[config.mk]
export PLATFORM = sky130hd
export DESIGN_NAME = lqrs_fifo
export DESIGN_NICKNAME = d
export VERILOG_FILES = /design/src/hw/rtl/lqrs_pkg.sv /design/src/hw/rtl/lqrs_fifo.sv
export SDC_FILE = /design/constraint.sdc
export NUM_CORES = 1
export LEC_CHECK = 0
export ABC_AREA = 1
export BUFFER_PORTS_ARGS = -buffer_cell sky130_fd_sc_hd__buf_2
export CELL_PAD_IN_SITES_DETAIL_PLACEMENT = 1
export CELL_PAD_IN_SITES_GLOBAL_PLACEMENT = 2
export CORE_ASPECT_RATIO = 1.4
export CORE_MARGIN = 1.5
export CORE_UTILIZATION = 36
export DETAILED_ROUTE_END_ITERATION = 8
export PLACE_DENSITY = 0.8
export SYNTH_ARGS = -nofsm -noshare
export SYNTH_HDL_FRONTEND = slang
export SYNTH_SLANG_ARGS = --single-unit
export TNS_END_PERCENT = 50
[constraint.sdc]
create_clock -name clk -period 3.5 [get_ports clk]
set_input_delay 0 -clock clk [delete_from_list [all_inputs] [get_ports clk]]
set_output_delay 0 -clock clk [all_outputs]
set_load 0.01 [all_outputs]
[src/hw/rtl/lqrs_pkg.sv]
// Shared constants, codes and beat types for the root solver.
package lqrs_pkg;

	// Queue between front and back
	localparam int unsigned FIFO_DEPTH = 4;

	// Datapath widths
	localparam int unsigned COEF_W    = 32;
	localparam int unsigned DISC_W    = 67;
	localparam int unsigned SQRT_BITS = 35;
	localparam int unsigned NUM_W     = 36;
	localparam int unsigned FRAC_BITS = 16;
	localparam int unsigned REM_W     = NUM_W + FRAC_BITS;
	localparam int unsigned DEN_W     = 33;
	localparam int unsigned QUO_BITS  = 33;

	// Result kinds
	localparam logic [2:0] KIND_NONE  = 3'd0;
	localparam logic [2:0] KIND_ONE   = 3'd1;
	localparam logic [2:0] KIND_TWO   = 3'd2;
	localparam logic [2:0] KIND_INF   = 3'd3;
	localparam logic [2:0] KIND_DEGEN = 3'd4;

	// Saturation limits of a quotient magnitude
	localparam logic [QUO_BITS-1:0] POS_LIMIT = 33'h0_7FFF_FFFF;
	localparam logic [QUO_BITS-1:0] NEG_LIMIT = 33'h0_8000_0000;

	// Fields that ride along every square root stage of the back end
	typedef struct packed {
		logic [2:0]              kind;
		logic signed [COEF_W-1:0] b;
		logic signed [DEN_W-1:0]  den;
	} tag_t;

	// Classified item from the front end
	typedef struct packed {
		tag_t              tag;
		logic [DISC_W-1:0] disc;
	} fitem_t;

	// Item after the square root
	typedef struct packed {
		tag_t                 tag;
		logic [SQRT_BITS-1:0] root;
	} sitem_t;

	// Item after both divisions: quotient magnitudes and flags per root
	typedef struct packed {
		logic [2:0]          kind;
		logic [QUO_BITS-1:0] qm;
		logic [QUO_BITS-1:0] qp;
		logic                negm;
		logic                negp;
		logic                ovfm;
		logic                ovfp;
	} ditem_t;

endpackage

[src/hw/rtl/lqrs_fifo.sv]
// Short queue between the front end and the back end.
module lqrs_fifo import lqrs_pkg::*; #(
	parameter int unsigned DEPTH = FIFO_DEPTH
) (
	input  logic   clk,
	input  logic   arst_n,
	input  logic   push,
	input  fitem_t din,
	output logic   full,
	input  logic   pop,
	output fitem_t dout,
	output logic   empty
);

	localparam int unsigned AW = $clog2(DEPTH);
	localparam int unsigned CW = $clog2(DEPTH + 1);

	fitem_t          mem_q [DEPTH];
	logic [AW-1:0]   wr_q, rd_q;
	logic [CW-1:0]   cnt_q;

	assign full  = (cnt_q == CW'(DEPTH));
	assign empty = (cnt_q == '0);
	assign dout  = mem_q[rd_q];

	// Store the incoming beat
	always_ff @(posedge clk) begin
		if (push) begin
			mem_q[wr_q] <= din;
		end
	end

	// Advance pointers and fill count
	always_ff @(posedge clk or negedge arst_n) begin
		if (!arst_n) begin
			wr_q  <= '0;
			rd_q  <= '0;
			cnt_q <= '0;
		end else begin
			if (push) begin
				wr_q <= (wr_q == AW'(DEPTH - 1)) ? '0 : wr_q + 1'b1;
			end
			if (pop) begin
				rd_q <= (rd_q == AW'(DEPTH - 1)) ? '0 : rd_q + 1'b1;
			end
			if (push && !pop) begin
				cnt_q <= cnt_q + 1'b1;
			end else if (pop && !push) begin
				cnt_q <= cnt_q - 1'b1;
			end
		end
	end

endmodule

==> run summary, run 1 <==
final wirelength = 52.88 mm
initial antenna violation count = 6
wire length per cell after detailed routing = 18.34 um
Synth Register Bits = 547
DPL Wire Length = 30.08 mm
std cell rows = 107
Post-Layout Cell Count = 2883
H-tree depth = 2
DRT Pass-1 Iters = 4
Setup crit end kind = primary output
largest area contributor in the netlist = edfxtp_1
I/O pin count = 276
FILL cells = 6279
max_cap viols = 0
Die Area = 62580 um2
global-route wire length before repair = 80.83 mm
crit-path max FO = 239
Tot Pwr = 20.59 mW
met1 usage = 18.42%
final hold violation count = 0
Tightest Hold Check Type = primary input to flip-flop
height of the die = 295.4 um
Via density = 4.711
vias post-DR = 13582
Max Slew Vio Count = 0
synthesized area = 21990 um2
Least-Margin Pin Slew = 983.3 ps
Core Region = 60650 um2
synthesized net count = 1772
DRT iter0 DRCs = 518
RSZ-0062 raised after global routing = false
period utilization = 78.49%
Max Fclk = 0.3640 GHz
vias in the first global route = 14633
Finished Core Util = 44.34%
CTS tree = done
grt ovf = 0
dpl cells = 2648
status = completed
top cells by area, synth = edfxtp_1, o211ai_1, nand2_1
Static Leak = 10.70 nW
IO buf count = 275
register area = 16390 um2
footprint of the multi-input gates = 3756 um2
root buf cell = clkbuf_16
clock sinks = 547
Nets = 2171
relative slew slack = 34.45%
Max VDD drop = 0.0006812 V
DR DRC count = 0
post-synth top area share = 73.75%
Syn Area/Cell = 13.52 um2
clock tree buffer depth = 3
Final setup viols = 0
Yosys warnings = 0
post-synth cell types = 19
CTS buffer count = 53
WP data arrival = 2750 ps
crit path time final = 2747 ps
Syn Inst Count = 1626
total negative setup slack = 0 ps
Power Dens Cells = 765.7 nW/um2
global-route met2 utilization = 32.04%
Worst setup SP type = flip-flop
share of cells above drive strength 1 = 17.74%
Critical Path RT = 3500 ps
Die X = 211.9 um
cts repair resizes = 0
Antenna Violating Nets Remaining = 0
crit path kind = flip-flop to primary output
GRT busiest layer = met2
GRT Total Usage = 16.92%
GR Layer Usage met3 = 3.431%
Layout area overhead = 22.31%
clock slew at reported path FFs = 60 ps
starting density of the core = 36.25%
routability congestion estimate = 0.7158
Skew-Pair Late Insertion Delay = 600 ps
post-synthesis sequential area ratio = 74.55%
largest net degree at the start of global routing = 240
clock skew = 20.22 ps
power by group:
| part | internal (mW) | switching, mW |
|---|---|---|
| registers | 8.40 | 0.275 |
| clock network | 2.93 | 2.33 |
| logic | 2.13 | 4.52 |
logic make-up (layout without fill, tap and decap cells):
kind of cell,after synthesis,count (layout),synth area share (%)
adder cells (fa/ha/maj),7,7,0.4325
buffers and inverters,371,808,8.366
AO/OA/AOI/OAI,274,274,9.310
AND/OR/NAND/NOR,426,426,7.301
XOR/XNOR,1,1,0.03984
flip-flops,547,547,74.55
other,0,3,0
metal layers:
metal  share of wire (%)  up-vias
li1                    -     6485
met5               0.070        -
met2                  54      261
met1                  38     6738
met3                 4.4       92
met4                 3.0        6
cell usage in the layout, fill, tap and decap left out, types with 4 or more instances in the layout:
master / instances
buf_12: 11
buf_2: 275
buf_4: 7
clkbuf_1: 16
clkbuf_16: 55
clkinv_1: 11
clkinv_2: 6
clkinvlp_4: 4
dfrtp_1: 6
dlygate4sd3_1: 139
edfxtp_1: 540
ha_1: 6
inv_1: 277
inv_6: 5
nand2_1: 420
o211ai_1: 270
cell usage after synthesis:
cell        n
o21ai_1     1
xnor2_1     1
dfrtp_1     7
nand3_1     1
fa_1        1
nor2_1      2
nor3_1      2
ha_1        6
nand2_1   420
inv_1     281
o21ai_0     3
buf_2      14
buf_4       9
nand4_1     1
o211ai_1  270
inv_4       2
clkbuf_1   13
edfxtp_1  540
buf_6      52
area by class of cell:
| type | count | area share, % |
|---|---|---|
| inverters | 283 | 4.094 |
| diodes | 3 | 0.02792 |
| clock buffers | 71 | 5.341 |
| flip-flops and latches | 547 | 60.96 |
| clock inverters | 22 | 0.4978 |
| well taps | 817 | 3.801 |
| multi-input cells | 708 | 13.97 |
| repair buffers | 432 | 11.31 |
worst paths after layout:
check / startpoint / endpoint / slack, ps / depth (start not counted)
setup / recovery: rd_q[0] / dout[22] / 750 / 6
hold / removal: din[1] / mem_q[3][1] / 150 / 2
setup reg to reg: wr_q[1] / mem_q[1][42] / 1490 / 5
hold reg to reg: cnt_q[2] / cnt_q[2] / 510 / 2
max in group asynchronous: arst_n / rd_q[1] / 2760 / 3
min in group asynchronous: arst_n / rd_q[0] / 450 / 3
critical path, cell delays in order, from the launching register on:
cell      delay (ps)
dfrtp_1          510
inv_16           530
buf_4            450
nand2_1          110
o211ai_1         120
nand2_1           90
buf_2            140
metrics by stage:
step           hold slack, ps  cell area (um2)  setup WS [ps]
6_report                153.0            26890          752.9
5_1_grt                 132.0            26890          563.8
4_1_cts                 107.6            26880          758.9
3_5_place_dp           -149.9            23920           1413
3_3_place_gp           -146.1            23920           1425
2_1_floorplan          -295.6            21990         -219.8
registers in the layout, indices dropped and copies added (netlist names):
name and count:
mem_q 540, wr_q 2, cnt_q 3, rd_q 2
repair_timing:
action                                 CTS  global route
buffers inserted                         0             0
hold buffers                           139             0
endpoints found under the hold margin  554             0
Power figures use the tool's default switching activity.
==> run 2: changes to the inputs <==
--- a/config.mk
+++ b/config.mk
@@ -5,15 +5,15 @@
 export SDC_FILE = /design/constraint.sdc
 export NUM_CORES = 1
 export LEC_CHECK = 0
-export ABC_AREA = 1
+export ABC_AREA = 0
 export BUFFER_PORTS_ARGS = -buffer_cell sky130_fd_sc_hd__buf_2
 export CELL_PAD_IN_SITES_DETAIL_PLACEMENT = 1
 export CELL_PAD_IN_SITES_GLOBAL_PLACEMENT = 2
 export CORE_ASPECT_RATIO = 1.4
 export CORE_MARGIN = 1.5
-export CORE_UTILIZATION = 36
+export CORE_UTILIZATION = 45
 export DETAILED_ROUTE_END_ITERATION = 8
-export PLACE_DENSITY = 0.8
+export PLACE_DENSITY = 0.84
 export SYNTH_ARGS = -nofsm -noshare
 export SYNTH_HDL_FRONTEND = slang
 export SYNTH_SLANG_ARGS = --single-unit
==> constraint.sdc (replaced) <==
create_clock -name clk -period 2.7 [get_ports clk]
set_input_delay 0 -clock clk [delete_from_list [all_inputs] [get_ports clk]]
set_output_delay 0 -clock clk [all_outputs]
set_load 0.01 [all_outputs]
==> run 2 against run 1 <==
  * Synthesized cell count decreased by 54%
  * Sequential power increased by 33%
  * Global-route usage increased by 2.5 points
  * Highest routed layer unchanged
  * Non-clock buffer count increased by 4
  * Largest cell class unchanged
  * Sequential share of layout area increased by 4.5 points
==> run summary, run 2 <==
DRT iter0 DRCs = 492 (-5.0%)
postcts setup bufs = 0 (unchanged)
CTS tree = done
final hold violation count = 0 (unchanged)
relative slew slack = 51.45% (+17 points)
commonest cells after routing, fill and taps aside = edfxtp_1, buf_2, dlygate4sd3_1
commonest cells in the netlist = edfxtp_1, mux4_2, buf_2, buf_4
Skew-Pair Late Insertion Delay = 560 ps (-40 ps)
IO buf count = 275 (unchanged)
clock slew at reported path FFs = 70 ps (about the same)
initial antenna violation count = 6 (unchanged)
Yosys warnings = 0 (unchanged)
crit path kind = flip-flop to primary output
Nets = 1346 (-38%)
period utilization = 91.57%
Critical Path RT = 2700 ps (-800 ps)
Max VDD drop = 0.0008140 V (+19%)
grt ovf = 0 (unchanged)
Final setup viols = 0 (unchanged)
Placed Area = 22110 um2 (-7.6%)
ys async rst share = 1.280% (unchanged)
global-route wire length before repair = 65.59 mm (-19%)
Worst setup SP type = flip-flop
Layout area overhead = 26.08%
synthesized area = 19880 um2 (-9.6%)
height of the die = 251.7 um (-15%)
std cell rows = 90 (-16%)
cts-stage hold buffer count = 139 (unchanged)
DRT Pass-1 Iters = 5 (+1)
DPL Wire Length = 25.51 mm (-15%)
post-synth top area share = 81.57% (+7.8 points)
vias post-DR = 9494 (-30%)
GRT Total Usage = 19.38% (+2.5 points)
Setup crit end kind = primary output
largest area contributor in the netlist = edfxtp_1
starting density of the core = 45.86% (+9.6 points)
clock sinks = 547 (unchanged)
post-synth cell types = 19 (unchanged)
EDFF count, synth = 540 (unchanged)
status = completed
Max Slew Vio Count = 0 (unchanged)
CTS buffer count = 50 (-5.7%)
Synth Register Bits = 547 (unchanged)
Syn Area/Cell = 26.79 um2 (+98%)
final wirelength = 43.26 mm (-18%)
worst hold slack = 181.7 ps (+28.73 ps)
DR DRC count = 0 (unchanged)
root buf cell = clkbuf_16
Max Fclk = 0.4045 GHz
Via density = 5.292 (+12%)
Syn Inst Count = 742 (-54%)
clock skew = 17.44 ps (-2.784 ps)
clock tree buffer depth = 3 (unchanged)
wire length per cell after detailed routing = 24.11 um (+31%)
I/O pin count = 276 (unchanged)
total negative setup slack = 0 ps (unchanged)
RSZ-0062 raised after global routing = false
share of cells above drive strength 1 = 41.49% (+24 points)
Setup WS pre-CTS = 733.1 ps (-679.8 ps)
largest net degree at the start of global routing = 74 (-69%)
crit-path max FO = 54 (-77%)
largest reg by FF count = mem_q
final instance area = 25070 um2 (-6.8%)
largest registers = mem_q x540, cnt_q x3
Least-Margin Pin Slew = 728.2 ps (-255.1 ps)
Core Region = 43350 um2 (-29%)
crit path time final = 2472 ps
Tightest Hold Check Type = primary input to flip-flop
Static Leak = 8.593 nW (-20%)
Power Dens Cells = 1018 nW/um2 (+33%)
max FFs per register = 540 (unchanged)
final setup margin = 227.6 ps (-525.3 ps)
count leader, synth = edfxtp_1
post-synthesis sequential area ratio = 82.45% (+7.9 points)
Finished Core Util = 57.82% (+13 points)
max_cap viols = 0 (unchanged)
most common cell after layout, fill and taps aside = edfxtp_1
vias in the first global route = 10646 (-27%)
Main synth FF type = edfxtp_1
H-tree depth = 2 (unchanged)
Die Area = 45470 um2 (-27%)
Die X = 180.6 um (-15%)
cts repair resizes = 0 (unchanged)
Antenna Violating Nets Remaining = 0 (unchanged)
top cells by area, synth = edfxtp_1, mux4_2, dfrtp_1
routability congestion estimate = 0.6869 (-4.0%)
synthesized net count = 888 (-50%)
WP data arrival = 2470 ps (-280 ps)
## run 2: cell count changes after synthesis, moves of 4 or more
| cell | before | now |
|---|---|---|
| nand2_1 | 420 | 2 |
| clkbuf_1 | 13 | 0 |
| buf_6 | 52 | 7 |
| o211ai_1 | 270 | 0 |
| inv_1 | 281 | 4 |
| mux4_2 | 0 | 135 |
| and2_1 | 0 | 4 |
## run 2: stage by stage
step | power [mW] | std cells
floorplan | 16.02 | 742
global placement | 18.75 | 1561
detailed placement | 18.93 | 1561
CTS | 25.87 | 1791
global route | 26.58 | 1794
finish | 25.52 | 1794
## run 2: cell families (layout without fill, tap and decap cells)
logic type	after synthesis	in the layout	share of synthesized area, %
compound gates	2	2	0.05035
simple gates	11	11	0.2832
flops	547	547	82.45
buf+inv	34	531	1.145
mux	138	138	15.46
other cells	0	3	0
xor+xnor	3	3	0.1322
fa+ha+maj	7	7	0.4783
## run 2: final timing paths
| path | startpoint | endpoint | slack, ps | depth (start not counted) |
|---|---|---|---|---|
| setup / recovery | rd_q[1] | dout[69] | 230 | 3 |
| hold / removal | din[54] | mem_q[1][54] | 180 | 2 |
| setup reg to reg | wr_q[0] | mem_q[0][58] | 780 | 4 |
| hold reg to reg | cnt_q[2] | cnt_q[2] | 520 | 1 |
| max in group asynchronous | arst_n | rd_q[0] | 1970 | 3 |
| min in group asynchronous | arst_n | rd_q[1] | 430 | 3 |
## run 2: metal layers
layer	GRT usage [%]	up-vias	part of all wire, %
met4	5.498	6	2.2
met3	3.825	73	5.2
met5	0	-	0.083
li1	-	4134	-
met2	35.41	292	55
met1	23.32	4989	37
## run 2: power by group
| part | internal [mW] | switching [mW] |
|---|---|---|
| clock | 3.75 | 2.97 |
| combinational | 3.49 | 3.81 |
| sequential | 10.9 | 0.616 |
| total | 18.1 | 7.40 |
## run 2: critical path, stage by stage (launching register included)
cell and delay [ps]:
dfrtp_4 890, buf_12 400, mux4_2 380, buf_2 170
## run 2: final cells by class
| cell class | instances | area [um2] |
|---|---|---|
| diodes | 3 | 7.507 |
| clock buffers | 58 | 1303 |
| clock inverters | 33 | 259.0 |
| fillers | 3669 | 18290 |
| inverters | 4 | 15.01 |
| multi-input cells | 161 | 3272 |
| flip-flops and latches | 547 | 16400 |
| well taps | 552 | 690.7 |
| repair buffers | 436 | 3120 |
